$ cat src/stis_pkg.sv
// Shared types and constants for the sorted table interval search block.
package stis_pkg;

  localparam int unsigned TableDepth = 4096;
  localparam int unsigned IdxW       = $clog2(TableDepth);
  localparam int unsigned CntW       = IdxW + 1;
  localparam int unsigned PosW       = 31;
  localparam int unsigned HitW       = 12;

  typedef enum logic [1:0] {
    ModeClear  = 2'd0,
    ModeAppend = 2'd1,
    ModeQuery  = 2'd2
  } mode_e;

  typedef enum logic [1:0] {
    StatusOk    = 2'd0,
    StatusFull  = 2'd1,
    StatusOrder = 2'd2
  } status_e;

  // operand pair routed into the shared comparator
  typedef enum logic [1:0] {
    CmpAppend = 2'd0,
    CmpSearch = 2'd1,
    CmpCheck  = 2'd2
  } cmp_sel_e;

  typedef logic [PosW-1:0] pos_t;
  typedef logic [IdxW-1:0] idx_t;
  typedef logic [CntW-1:0] cnt_t;

endpackage

$ cat src/stis_cmp.sv
// Shared magnitude comparator with operand select.
module stis_cmp (
  input  stis_pkg::cmp_sel_e sel_i,
  input  stis_pkg::pos_t     last_pos_i,
  input  stis_pkg::pos_t     new_pos_i,
  input  stis_pkg::pos_t     rdata_i,
  input  stis_pkg::pos_t     key_lo_i,
  input  stis_pkg::pos_t     key_hi_i,
  output logic               lt_o
);
  import stis_pkg::*;

  pos_t op_a;
  pos_t op_b;

  always_comb begin
    case (sel_i)
      CmpAppend: begin
        op_a = last_pos_i;
        op_b = new_pos_i;
      end
      CmpSearch: begin
        op_a = rdata_i;
        op_b = key_lo_i;
      end
      CmpCheck: begin
        op_a = rdata_i;
        op_b = key_hi_i;
      end
      default: begin
        op_a = rdata_i;
        op_b = key_lo_i;
      end
    endcase
  end

  assign lt_o = (op_a < op_b);

endmodule

$ cat config.mk
export PLATFORM = sky130hd
export DESIGN_NAME = stis_cmp
export DESIGN_NICKNAME = d
export VERILOG_FILES = /design/src/stis_pkg.sv /design/src/stis_cmp.sv
export SDC_FILE = /design/constraint.sdc
export NUM_CORES = 1
export LEC_CHECK = 0
export BUFFER_PORTS_ARGS = -buffer_cell sky130_fd_sc_hd__buf_2
export CAP_MARGIN = 20
export CORE_MARGIN = 3
export CORE_UTILIZATION = 35
export DETAILED_ROUTE_END_ITERATION = 10
export GPL_TIMING_DRIVEN = 1
export PLACE_DENSITY = 0.8
export SYNTH_ARGS = -nofsm -noshare
export SYNTH_HDL_FRONTEND = slang
export SYNTH_SLANG_ARGS = --single-unit
$ cat constraint.sdc
create_clock -name vclk -period 2.28
set_input_delay 0.114 -clock vclk [all_inputs]
set_output_delay 0.114 -clock vclk [all_outputs]
set_load 0.005 [all_outputs]
# == Word-level counts from Yosys, hierarchy flattened ==
# Index checks and enable logic that the tools add are counted.
# word_totals
regBits,0
in_bits,157
output_inout_bits,1
wordCells,5
# op_classes
n_lt_le_gt_ge,1
n_eq_ne,1
n_mux,2
reduce_logical,1
# ops
op,count
$pmux 31 s2,1
$lt 31x31->1,1
$mux 31,1
$eq 2x2->1 const B,1
$logic_not 2->1,1

# == Depth between registers and ports, before layout ==
# Gate-level depths: netlist of run 1.
# logic_depth
ltp_word,3
depth_mapped,11
mapped_depth_nobuf,9

# == Worst setup path after synthesis of run 1 ==
# OpenSTA, ideal clock, no wires.
# synth_path
path_type,input-to-output
from,input sel_i[1]
to,output lt_o
t_arrival_ns,2.094
t_required_ns,2.166
setup_slack_ns,0.072
stages,10
n_path_buf,2
cell_sequence,buf_2 -> nor2_1 -> buf_2 -> mux2_2 -> ha_1 -> a21o_1 -> a21o_1 -> a221oi_1 -> o21ai_1 -> a31oi_1
# synth_between
elab_chain_len,3
elab_cells_between_ends,5
classes_between,1 x order compare; 1 x eq/ne; 2 x mux; 1 x reduce/logical
# synth_rtl
item,line_no,text
from (decl),stis_cmp.sv:3,"input stis_pkg::cmp_sel_e sel_i,"
$eq 2x2->1 / $logic_not 2->1 (equally long branches),stis_cmp.sv:17,case (sel_i)
$pmux 31 s2 / $mux 31 (equally long branches),stis_cmp.sv:17,
$lt 31x31->1 (*),stis_cmp.sv:37,assign lt_o = (op_a < op_b);
to (decl),stis_cmp.sv:9,output logic lt_o
# Every way passes the cells marked *; elsewhere a longest branch is shown, timed or not.

# == Worst setup path after layout of run 1 ==
# Ends and elaborated chain as after synthesis.

==> results of run 1 <==
-- layer usage --
metal / vias up / routed length [µm] / global-route usage
met5: - / 0 / 0
met4: 0 / 55 / 0.00988
met3: 6 / 439 / 0.0122
met2: 89 / 2860 / 0.353
met1: 929 / 2190 / 0.209
li1: 1124 / - / -
-- where the power goes --
group / leakage [nW] / total (W) / switching [W] / internal [W]
registers: 0 / 0 / 0 / 0
logic: 1.46 / 0.000536 / 0.000234 / 0.000302
clock network: 0 / 0 / 0 / 0
total: 1.46 / 0.000536 / 0.000234 / 0.000302
-- worst max-delay path: stages --
cell,delay [ps]
sky130_fd_sc_hd__buf_8,100
sky130_fd_sc_hd__nor2_4,170
sky130_fd_sc_hd__buf_12,150
sky130_fd_sc_hd__buf_8,120
sky130_fd_sc_hd__mux2_4,310
sky130_fd_sc_hd__ha_4,260
sky130_fd_sc_hd__nand4_1,140
sky130_fd_sc_hd__a311oi_2,290
sky130_fd_sc_hd__a211oi_2,110
sky130_fd_sc_hd__o21ai_1,190
sky130_fd_sc_hd__a31oi_1,100
sky130_fd_sc_hd__buf_2,140
-- per-stage QoR --
stage          power, W  utilization  cells
2_1_floorplan  0.000290            -    216
3_3_place_gp   0.000475        0.566    421
3_5_place_dp   0.000489        0.566    421
4_1_cts        0.000500        0.573    421
5_1_grt        0.000612        0.608    427
6_report       0.000536        0.608    427
-- final cells by class --
type	count	area, µm²	area share
multi-input combinational	201	1670	0.617
timing repair buffer	173	967	0.358
tap	52	65.1	0.0241
inverter	1	3.75	0.00139
-- path summary, 6_finish.rpt --
kind,startpoint,endpoint,slack (ps),cells after the start
setup / recovery,sel_i[1],lt_o,-50,12
hold / removal,rdata_i[0],lt_o,870,6
-- repair_timing --
item,CTS,global route
pin swaps,4,10
endpoints found under the setup margin,1,1
setup buffers,0,6
cloned,0,0
resized for setup,4,21
hold buffers,0,0
hold endpoints to repair,0,0
-- placed cells by master, fill, tap and decap left out, drive strengths merged --
master  netlist  layout
a211oi        1       1
a21boi        1       1
a21o          3       3
a21oi        42      42
a221oi        1       1
a22oi         1       1
a311oi        1       1
a31oi         1       1
and4          1       1
buf           8     173
ha           30      30
inv           1       1
mux2         30      30
mux2i        30      30
nand2        11      11
nand3         3       3
nand3b        1       1
nand4         3       3
nor2         34      34
nor4          1       1
o211ai        1       1
o21ai         4       4
o21bai        1       1
-- cell families after synthesis --
family	Yosys count
muxes	60
buffers and inverters	15
adders and majority gates	30
and+or+nand+nor	54
AOI/OAI and AO/OA	57
==> impl_metrics.xml, run 1 <==
<?xml version="1.0" encoding="UTF-8"?>
<metrics>
  <group name="status">
    <metric name="run_status" unit="">finished, violations left</metric>
    <metric name="failing_checks" unit="">negative setup slack</metric>
  </group>
  <group name="place">
    <metric name="hpwl" unit="µm">4680</metric>
    <metric name="finalWeightedCongestion" unit="">0.836</metric>
    <metric name="placement.setup.worst_slack" unit="ps">-131</metric>
    <metric name="port_buffers" unit="">158</metric>
    <metric name="placement.cell_area" unit="mm²">0.00252</metric>
  </group>
  <group name="run">
    <metric name="drv.max_cap_violation_count" unit="">0</metric>
  </group>
  <group name="power_and_ir_drop">
    <metric name="peakVddDrop" unit="mV">0.132</metric>
    <metric name="leakage" unit="nW">1.46</metric>
    <metric name="power-per-cell-area" unit="mW/mm²">198</metric>
  </group>
  <group name="setup_path">
    <metric name="critical_path.endpoint_type" unit="">primary output</metric>
    <metric name="endpoint_arrival_time_on_the_critical_path" unit="ps">2210</metric>
    <metric name="worstSetupPathType" unit="">input port to primary output</metric>
    <metric name="worst-path-max-fanout" unit="">7</metric>
    <metric name="startpoint_type" unit="">input port</metric>
    <metric name="worstPathRequired" unit="ps">2170</metric>
  </group>
  <group name="grt">
    <metric name="first_global_vias" unit="">1954</metric>
    <metric name="grt_pass1_wl" unit="µm">7990</metric>
    <metric name="grt_util_all_layers" unit="">0.176</metric>
    <metric name="gr-total-overflow" unit="">0</metric>
    <metric name="grt_start_max_net_pins" unit="">33</metric>
    <metric name="initial_antenna_violation_count" unit="">0</metric>
  </group>
  <group name="cells_and_area">
    <metric name="sequential_cell_count" unit="">0</metric>
    <metric name="num_antenna_cells" unit="">0</metric>
    <metric name="area_growth" unit="%">64.6</metric>
    <metric name="fillers" unit="">413</metric>
    <metric name="final_instance_area" unit="mm²">0.00270</metric>
    <metric name="final-seq-area" unit="µm²">0</metric>
    <metric name="clkbuf_count" unit="">0</metric>
    <metric name="layout.nets" unit="">564</metric>
    <metric name="layout_cell_share_with_drive_strength_beyond_1" unit="">0.568</metric>
  </group>
  <group name="timing">
    <metric name="tns" unit="ps">-46.2</metric>
    <metric name="fmax" unit="MHz">430</metric>
    <metric name="final.min_clock_period" unit="ps">2330</metric>
    <metric name="finalWorstSetupSlack" unit="ps">-46.2</metric>
    <metric name="setup_failing_eps_final" unit="">1</metric>
    <metric name="worst_slew_pin_slew" unit="ps">313</metric>
    <metric name="unrepaired_setup_endpoints_after_global_routing" unit="">true</metric>
    <metric name="period_share" unit="">1.02</metric>
    <metric name="fin_hold_ws" unit="ps">868</metric>
    <metric name="slew_violations" unit="">0</metric>
    <metric name="max_slew_margin" unit="">0.791</metric>
    <metric name="timing_hold_violations_final" unit="">0</metric>
  </group>
  <group name="min_path">
    <metric name="hold_path.class" unit="">input port to primary output</metric>
  </group>
  <group name="floorplan">
    <metric name="initial_core_utilization" unit="">0.370</metric>
    <metric name="die-height" unit="µm">74.5</metric>
    <metric name="fp-row-count" unit="">24</metric>
    <metric name="chip_width" unit="µm">74.5</metric>
    <metric name="io_pins" unit="">158</metric>
    <metric name="core_region_area" unit="mm²">0.00444</metric>
    <metric name="area_enclosed_by_the_die_boundary" unit="mm²">0.00555</metric>
  </group>
  <group name="logic_synthesis">
    <metric name="yosys.area.top_type_share" unit="">0.228</metric>
    <metric name="synth-seq-area-share" unit="">0</metric>
    <metric name="yosys_warning_total" unit="">0</metric>
    <metric name="synth.avg_cell_area" unit="µm²">7.61</metric>
    <metric name="synth-simple-area-share" unit="">0.145</metric>
    <metric name="synth_top_cells_by_area" unit="">sky130_fd_sc_hd__ha_1, sky130_fd_sc_hd__mux2_2, sky130_fd_sc_hd__mux2i_1</metric>
    <metric name="synth_top_family_by_area" unit="">multiplexers</metric>
    <metric name="synth_top_cells_by_count" unit="">sky130_fd_sc_hd__a21oi_1, sky130_fd_sc_hd__nor2_1, sky130_fd_sc_hd__ha_1, sky130_fd_sc_hd__mux2_2, sky130_fd_sc_hd__mux2i_1</metric>
    <metric name="syn-num-nets" unit="">403</metric>
    <metric name="syn-instance-count" unit="">216</metric>
    <metric name="yosysMostFrequentCell" unit="">sky130_fd_sc_hd__a21oi_1</metric>
    <metric name="synth_compound_gate_area_share" unit="">0.194</metric>
    <metric name="synth_adder_area_share" unit="">0.228</metric>
    <metric name="multiplexer_share_of_the_synthesized_area" unit="">0.388</metric>
    <metric name="synth_xor_xnor_area_share" unit="">0</metric>
    <metric name="yosys.area.top_type" unit="">sky130_fd_sc_hd__ha_1</metric>
    <metric name="yosysUniqueCellTypes" unit="">26</metric>
    <metric name="post_synth_instance_area" unit="mm²">0.00164</metric>
  </group>
  <group name="detailed_routing">
    <metric name="vias_per_cell" unit="">5.03</metric>
    <metric name="route.detailed.wl_per_inst" unit="µm">13.0</metric>
    <metric name="remaining_drc_errors" unit="">0</metric>
    <metric name="dr.pass1.iters" unit="">4</metric>
    <metric name="detail_route.iter0.violations" unit="">29</metric>
    <metric name="finalWirelength" unit="µm">5550</metric>
    <metric name="vias" unit="">2148</metric>
    <metric name="ant_nets" unit="">0</metric>
  </group>
</metrics>
Power figures use the tool's default switching activity.
==> run 2: changes to the inputs <==
--- a/config.mk
+++ b/config.mk
@@ -5,10 +5,11 @@
 export SDC_FILE = /design/constraint.sdc
 export NUM_CORES = 1
 export LEC_CHECK = 0
+export ABC_AREA = 1
 export BUFFER_PORTS_ARGS = -buffer_cell sky130_fd_sc_hd__buf_2
 export CAP_MARGIN = 20
 export CORE_MARGIN = 3
-export CORE_UTILIZATION = 35
+export CORE_UTILIZATION = 34
 export DETAILED_ROUTE_END_ITERATION = 10
 export GPL_TIMING_DRIVEN = 1
 export PLACE_DENSITY = 0.8
==> impl_metrics.xml, run 2 <==
<?xml version="1.0" encoding="UTF-8"?>
<metrics>
  <group name="cells_and_area">
    <metric name="leading_cell_type_in_the_layout_fill_and_taps_excluded" unit="">sky130_fd_sc_hd__buf_2</metric>
    <metric name="clkbuf_count" unit="">0</metric>
    <metric name="sequential_cell_count" unit="">0</metric>
    <metric name="layout.nets" unit="">608</metric>
    <metric name="layout_cell_share_with_drive_strength_beyond_1" unit="">0.406</metric>
    <metric name="mostFrequentLayoutCells" unit="">sky130_fd_sc_hd__buf_2, sky130_fd_sc_hd__nand2_1, sky130_fd_sc_hd__o22ai_1, sky130_fd_sc_hd__o21bai_1, sky130_fd_sc_hd__ha_1</metric>
    <metric name="num_antenna_cells" unit="">0</metric>
    <metric name="final_instance_area" unit="mm²">0.00241</metric>
    <metric name="area_growth" unit="%">59.1</metric>
    <metric name="final-seq-area" unit="µm²">0</metric>
  </group>
  <group name="logic_synthesis">
    <metric name="post_synth_instance_area" unit="mm²">0.00151</metric>
    <metric name="syn-num-nets" unit="">455</metric>
    <metric name="yosys_warning_total" unit="">0</metric>
    <metric name="yosysMostFrequentCell" unit="">sky130_fd_sc_hd__nand2_1</metric>
    <metric name="synth_top_cells_by_count" unit="">sky130_fd_sc_hd__nand2_1, sky130_fd_sc_hd__ha_1, sky130_fd_sc_hd__o21bai_1, sky130_fd_sc_hd__o22ai_1, sky130_fd_sc_hd__a21oi_1</metric>
    <metric name="synth.avg_cell_area" unit="µm²">5.64</metric>
    <metric name="synth-seq-area-share" unit="">0</metric>
    <metric name="synth_top_cells_by_area" unit="">sky130_fd_sc_hd__nand2_1, sky130_fd_sc_hd__ha_1, sky130_fd_sc_hd__o21bai_1</metric>
    <metric name="yosysUniqueCellTypes" unit="">18</metric>
    <metric name="syn-instance-count" unit="">268</metric>
    <metric name="yosys.area.top_type" unit="">sky130_fd_sc_hd__nand2_1</metric>
    <metric name="yosys.area.top_type_share" unit="">0.280</metric>
  </group>
  <group name="floorplan">
    <metric name="io_pins" unit="">158</metric>
    <metric name="die-height" unit="µm">72.7</metric>
    <metric name="chip_width" unit="µm">72.7</metric>
    <metric name="fp-row-count" unit="">23</metric>
    <metric name="core_region_area" unit="mm²">0.00414</metric>
    <metric name="initial_core_utilization" unit="">0.365</metric>
    <metric name="area_enclosed_by_the_die_boundary" unit="mm²">0.00529</metric>
  </group>
  <group name="timing">
    <metric name="worst_slew_pin_slew" unit="ps">193</metric>
    <metric name="tns" unit="ps">0</metric>
    <metric name="final.min_clock_period" unit="ps">2030</metric>
    <metric name="setup_failing_eps_final" unit="">0</metric>
    <metric name="unrepaired_setup_endpoints_after_global_routing" unit="">false</metric>
    <metric name="timing_hold_violations_final" unit="">0</metric>
    <metric name="slew_violations" unit="">0</metric>
    <metric name="max_slew_margin" unit="">0.870</metric>
    <metric name="fin_hold_ws" unit="ps">914</metric>
    <metric name="finalWorstSetupSlack" unit="ps">246</metric>
    <metric name="period_share" unit="">0.892</metric>
    <metric name="fmax" unit="MHz">492</metric>
  </group>
  <group name="clocking">
    <metric name="hold_buffers" unit="">0</metric>
  </group>
  <group name="place">
    <metric name="placement.setup.worst_slack" unit="ps">175</metric>
    <metric name="hpwl" unit="µm">4750</metric>
    <metric name="port_buffers" unit="">158</metric>
    <metric name="placement.cell_area" unit="mm²">0.00239</metric>
    <metric name="finalWeightedCongestion" unit="">0.854</metric>
  </group>
  <group name="detailed_routing">
    <metric name="vias_per_cell" unit="">4.98</metric>
    <metric name="vias" unit="">2335</metric>
    <metric name="route.detailed.wl_per_inst" unit="µm">11.5</metric>
    <metric name="ant_nets" unit="">0</metric>
    <metric name="dr.pass1.iters" unit="">4</metric>
    <metric name="remaining_drc_errors" unit="">0</metric>
    <metric name="detail_route.iter0.violations" unit="">49</metric>
    <metric name="finalWirelength" unit="µm">5400</metric>
  </group>
  <group name="grt">
    <metric name="first_global_vias" unit="">2156</metric>
    <metric name="initial_antenna_violation_count" unit="">0</metric>
    <metric name="grt_start_max_net_pins" unit="">33</metric>
    <metric name="grt_util_all_layers" unit="">0.191</metric>
    <metric name="grt_pass1_wl" unit="µm">8690</metric>
    <metric name="gr-total-overflow" unit="">0</metric>
  </group>
  <group name="setup_path">
    <metric name="cp-startpoint" unit="">sel_i[0]</metric>
    <metric name="startpoint_type" unit="">input port</metric>
    <metric name="critical_path.endpoint_type" unit="">primary output</metric>
    <metric name="endpoint_arrival_time_on_the_critical_path" unit="ps">1920</metric>
    <metric name="worstPathRequired" unit="ps">2170</metric>
    <metric name="critPathCapture" unit="">lt_o</metric>
    <metric name="worst-path-max-fanout" unit="">32</metric>
    <metric name="worstSetupPathType" unit="">input port to primary output</metric>
  </group>
  <group name="min_path">
    <metric name="hold_path.class" unit="">input port to primary output</metric>
  </group>
  <group name="power_and_ir_drop">
    <metric name="power-per-cell-area" unit="mW/mm²">198</metric>
    <metric name="leakage" unit="nW">1.46</metric>
    <metric name="peakVddDrop" unit="mV">0.0775</metric>
    <metric name="design_power_total" unit="W">0.000475</metric>
  </group>
  <group name="run">
    <metric name="drv.max_cap_violation_count" unit="">0</metric>
  </group>
  <group name="status">
    <metric name="run_status" unit="">complete, no violations</metric>
  </group>
</metrics>
## run 2: changes by cell type after synthesis, sizes merged, moves of 5 or more
cell / previous run / this run
a21oi: 42 / 18
buf: 8 / 3
clkbuf: 6 / 12
inv: 1 / 9
mux2: 30 / 0
mux2i: 30 / 0
nand2: 11 / 114
nor2: 34 / 7
o21bai: 1 / 30
o22ai: 0 / 30
## run 2: cell families after synthesis
| logic type | share of synthesized area |
|---|---|
| AOI/OAI and AO/OA | 0.361 |
| adders and majority gates | 0.248 |
| buffers and inverters | 0.0620 |
| and+or+nand+nor | 0.329 |
## run 2: final cells by class
type	count	area (µm²)
Multi-Input combinational cell	244	1430
Timing Repair Buffer	166	880
Fill cell	418	1740
Inverter	9	33.8
Tap cell	50	62.6
## run 2: repair_timing
item | in CTS | in global routing
buffers inserted | 0 | 0
endpoints found under the setup margin | 0 | 1
gates resized for setup | 0 | 3
## run 2: where the power goes
group / switching, W / internal, W / leakage, nW / total [W]
Combinational: 0.000227 / 0.000249 / 1.46 / 0.000475
Sequential: 0 / 0 / 0 / 0
Clock: 0 / 0 / 0 / 0
## run 2: stage by stage
stage,cells,util
2_1_floorplan,268,-
3_3_place_gp,469,0.577
3_5_place_dp,469,0.577
4_1_cts,469,0.577
5_1_grt,469,0.581
6_report,469,0.581
## run 2: layer usage
metal	up-vias	track usage	routed length, µm
li1	1241	-	-
met3	4	0.0165	545
met2	109	0.374	2740
met5	-	0	0
met4	0	0.0123	33
met1	981	0.233	2080
## run 2: worst min-delay path by stage
| stage | depth (start not counted) | slack (ps) | end | from |
|---|---|---|---|---|
| finish | 10 | 910 | lt_o | rdata_i[14] |
| global route | 10 | 1000 | lt_o | rdata_i[30] |
| CTS | 10 | 920 | lt_o | rdata_i[30] |
| detailed placement | 10 | 930 | lt_o | rdata_i[30] |
| global placement | 10 | 910 | lt_o | rdata_i[30] |
| floorplan | 8 | 670 | lt_o | rdata_i[30] |
## run 2: critical path, cell delays in order
cell and delay (ps):
sky130_fd_sc_hd__buf_2 120, sky130_fd_sc_hd__inv_2 80, sky130_fd_sc_hd__nand2_4 130, sky130_fd_sc_hd__buf_12 180, sky130_fd_sc_hd__o22ai_1 80, sky130_fd_sc_hd__o21bai_1 160, sky130_fd_sc_hd__ha_1 300, sky130_fd_sc_hd__nand2_1 70
sky130_fd_sc_hd__nor2_1 130, sky130_fd_sc_hd__nand4_1 150, sky130_fd_sc_hd__nor4_2 170, sky130_fd_sc_hd__a21oi_1 90, sky130_fd_sc_hd__buf_2 130
==> run 3: changes to the inputs <==
--- a/config.mk
+++ b/config.mk
@@ -8,6 +8,7 @@
 export ABC_AREA = 1
 export BUFFER_PORTS_ARGS = -buffer_cell sky130_fd_sc_hd__buf_2
 export CAP_MARGIN = 20
+export CORE_ASPECT_RATIO = 1.5
 export CORE_MARGIN = 3
 export CORE_UTILIZATION = 34
 export DETAILED_ROUTE_END_ITERATION = 10
==> impl_metrics.xml, run 3 (synthesized netlist as in run 2, its figures left out) <==
<?xml version="1.0" encoding="UTF-8"?>
<metrics>
  <group name="place">
    <metric name="port_buffers" unit="">158</metric>
    <metric name="hpwl" unit="µm">4820</metric>
    <metric name="finalWeightedCongestion" unit="">0.716</metric>
    <metric name="placement.setup.worst_slack" unit="ps">230</metric>
    <metric name="placement.cell_area" unit="mm²">0.00239</metric>
  </group>
  <group name="grt">
    <metric name="grt_pass1_wl" unit="µm">8340</metric>
    <metric name="grt_util_all_layers" unit="">0.190</metric>
    <metric name="first_global_vias" unit="">2144</metric>
    <metric name="grt_start_max_net_pins" unit="">38</metric>
    <metric name="gr-total-overflow" unit="">0</metric>
    <metric name="initial_antenna_violation_count" unit="">0</metric>
  </group>
  <group name="setup_path">
    <metric name="worstSetupPathType" unit="">input port to primary output</metric>
    <metric name="endpoint_arrival_time_on_the_critical_path" unit="ps">1920</metric>
    <metric name="worst_path_dominant_cell_family" unit="">simple AND/OR/NAND/NOR gates</metric>
    <metric name="startpoint_type" unit="">input port</metric>
    <metric name="worstPathRequired" unit="ps">2170</metric>
    <metric name="slowest_delay" unit="ps">290</metric>
    <metric name="slowest_cell_on_the_critical_path" unit="">sky130_fd_sc_hd__ha_1</metric>
    <metric name="crit_top_cell" unit="">sky130_fd_sc_hd__buf_2</metric>
    <metric name="worst-path-max-fanout" unit="">37</metric>
    <metric name="critPathCapture" unit="">lt_o</metric>
    <metric name="worst-path-buf-inv" unit="">4</metric>
    <metric name="worstSetupPathDepth" unit="">13</metric>
    <metric name="cp-startpoint" unit="">sel_i[0]</metric>
    <metric name="path_cells" unit="">buf_2 &gt; inv_2 &gt; nand2_2 &gt; buf_12 &gt; o22ai_1 &gt; o21bai_1 &gt; ha_1 &gt; nand2_1 &gt; nor2_1 &gt; nand4_1 &gt; nor4_1 &gt; a21oi_1 &gt; buf_2</metric>
    <metric name="critical_path.endpoint_type" unit="">primary output</metric>
  </group>
  <group name="floorplan">
    <metric name="area_enclosed_by_the_die_boundary" unit="mm²">0.00530</metric>
    <metric name="die-height" unit="µm">87.7</metric>
    <metric name="core_region_area" unit="mm²">0.00425</metric>
    <metric name="chip_width" unit="µm">60.5</metric>
    <metric name="io_pins" unit="">158</metric>
    <metric name="fp-row-count" unit="">29</metric>
    <metric name="initial_core_utilization" unit="">0.356</metric>
  </group>
  <group name="detailed_routing">
    <metric name="detail_route.iter0.violations" unit="">38</metric>
    <metric name="remaining_drc_errors" unit="">0</metric>
    <metric name="ant_nets" unit="">0</metric>
    <metric name="route.detailed.wl_per_inst" unit="µm">11.7</metric>
    <metric name="dr.pass1.iters" unit="">4</metric>
    <metric name="vias_per_cell" unit="">5.00</metric>
    <metric name="finalWirelength" unit="µm">5460</metric>
    <metric name="vias" unit="">2324</metric>
  </group>
  <group name="power_and_ir_drop">
    <metric name="design_power_total" unit="W">0.000475</metric>
    <metric name="switchingPower" unit="W">0.000227</metric>
    <metric name="peakVddDrop" unit="mV">0.121</metric>
    <metric name="portion_of_total_power_attributed_to_the_clock_network" unit="">0</metric>
    <metric name="share_seq_of_total_power" unit="">0</metric>
    <metric name="leakage" unit="nW">1.45</metric>
    <metric name="power-per-cell-area" unit="mW/mm²">199</metric>
    <metric name="swShare" unit="">0.478</metric>
    <metric name="internal_power" unit="W">0.000248</metric>
    <metric name="comb_power_share" unit="">1.000</metric>
  </group>
  <group name="min_path">
    <metric name="hold_path.class" unit="">input port to primary output</metric>
  </group>
  <group name="timing">
    <metric name="slew_violations" unit="">0</metric>
    <metric name="period_share" unit="">0.890</metric>
    <metric name="worst_slew_pin_slew" unit="ps">238</metric>
    <metric name="final.min_clock_period" unit="ps">2030</metric>
    <metric name="setup_failing_eps_final" unit="">0</metric>
    <metric name="timing_hold_violations_final" unit="">0</metric>
    <metric name="finalWorstSetupSlack" unit="ps">250</metric>
    <metric name="tns" unit="ps">0</metric>
    <metric name="fmax" unit="MHz">493</metric>
    <metric name="max_slew_margin" unit="">0.839</metric>
    <metric name="unrepaired_setup_endpoints_after_global_routing" unit="">false</metric>
  </group>
  <group name="cells_and_area">
    <metric name="fin_util" unit="">0.562</metric>
    <metric name="final-seq-area" unit="µm²">0</metric>
    <metric name="leading_cell_type_in_the_layout_fill_and_taps_excluded" unit="">sky130_fd_sc_hd__buf_2</metric>
    <metric name="area_growth" unit="%">57.7</metric>
    <metric name="clkbuf_count" unit="">0</metric>
    <metric name="sequential_cell_count" unit="">0</metric>
    <metric name="num_antenna_cells" unit="">0</metric>
    <metric name="layout_cell_share_with_drive_strength_beyond_1" unit="">0.403</metric>
    <metric name="mostFrequentLayoutCells" unit="">sky130_fd_sc_hd__buf_2, sky130_fd_sc_hd__nand2_1, sky130_fd_sc_hd__o22ai_1, sky130_fd_sc_hd__o21bai_1, sky130_fd_sc_hd__ha_1</metric>
    <metric name="final_instance_area" unit="mm²">0.00239</metric>
    <metric name="layout.nets" unit="">608</metric>
  </group>
  <group name="status">
    <metric name="run_status" unit="">complete, no violations</metric>
  </group>
  <group name="run">
    <metric name="drv.max_cap_violation_count" unit="">0</metric>
  </group>
  <group name="clocking">
    <metric name="hold_buffers" unit="">0</metric>
    <metric name="ctsResizeCount" unit="">0</metric>
    <metric name="postCtsSetupRepairBufs" unit="">0</metric>
  </group>
</metrics>
## run 3: cell counts in the layout (fill, tap and decap cells not counted)
No cell type changed its count.
## run 3: per-stage QoR
| step | std cells | hold slack (ps) |
|---|---|---|
| global route | 465 | 997 |
| detailed placement | 465 | 918 |
| CTS | 465 | 918 |
| global placement | 465 | 918 |
| finish | 465 | 912 |
| floorplan | 268 | 666 |
## run 3: worst min path at each step
stage,endpoint,slack [ps],depth (start not counted),from
after detailed placement,lt_o,920,10,rdata_i[30]
after CTS,lt_o,920,10,rdata_i[30]
after global placement,lt_o,920,10,rdata_i[30]
after floorplan,lt_o,670,8,rdata_i[30]
after global routing,lt_o,1000,10,rdata_i[30]
final,lt_o,910,10,rdata_i[30]
## run 3: layout make-up
class / instances / area [µm²]
Fill cell: 444 / 1860
Inverter: 9 / 33.8
Multi-Input combinational cell: 244 / 1420
Tap cell: 46 / 57.6
Timing Repair Buffer: 166 / 876
## run 3: per-layer routing
metal	vias up	share of wire	global-route usage
met5	-	0	0
met4	0	0.0038	0.00789
met3	2	0.085	0.0103
met2	91	0.53	0.392
met1	991	0.38	0.213
li1	1240	-	-
## run 3: power by group through the flow
stage | clock (W) | sequential, W | combinational [W]
final | 0 | 0 | 0.000475
after global routing | 0 | 0 | 0.000549
after CTS | 0 | 0 | 0.000481
after detailed placement | 0 | 0 | 0.000478
after global placement | 0 | 0 | 0.000467
after floorplan | 0 | 0 | 0.000270
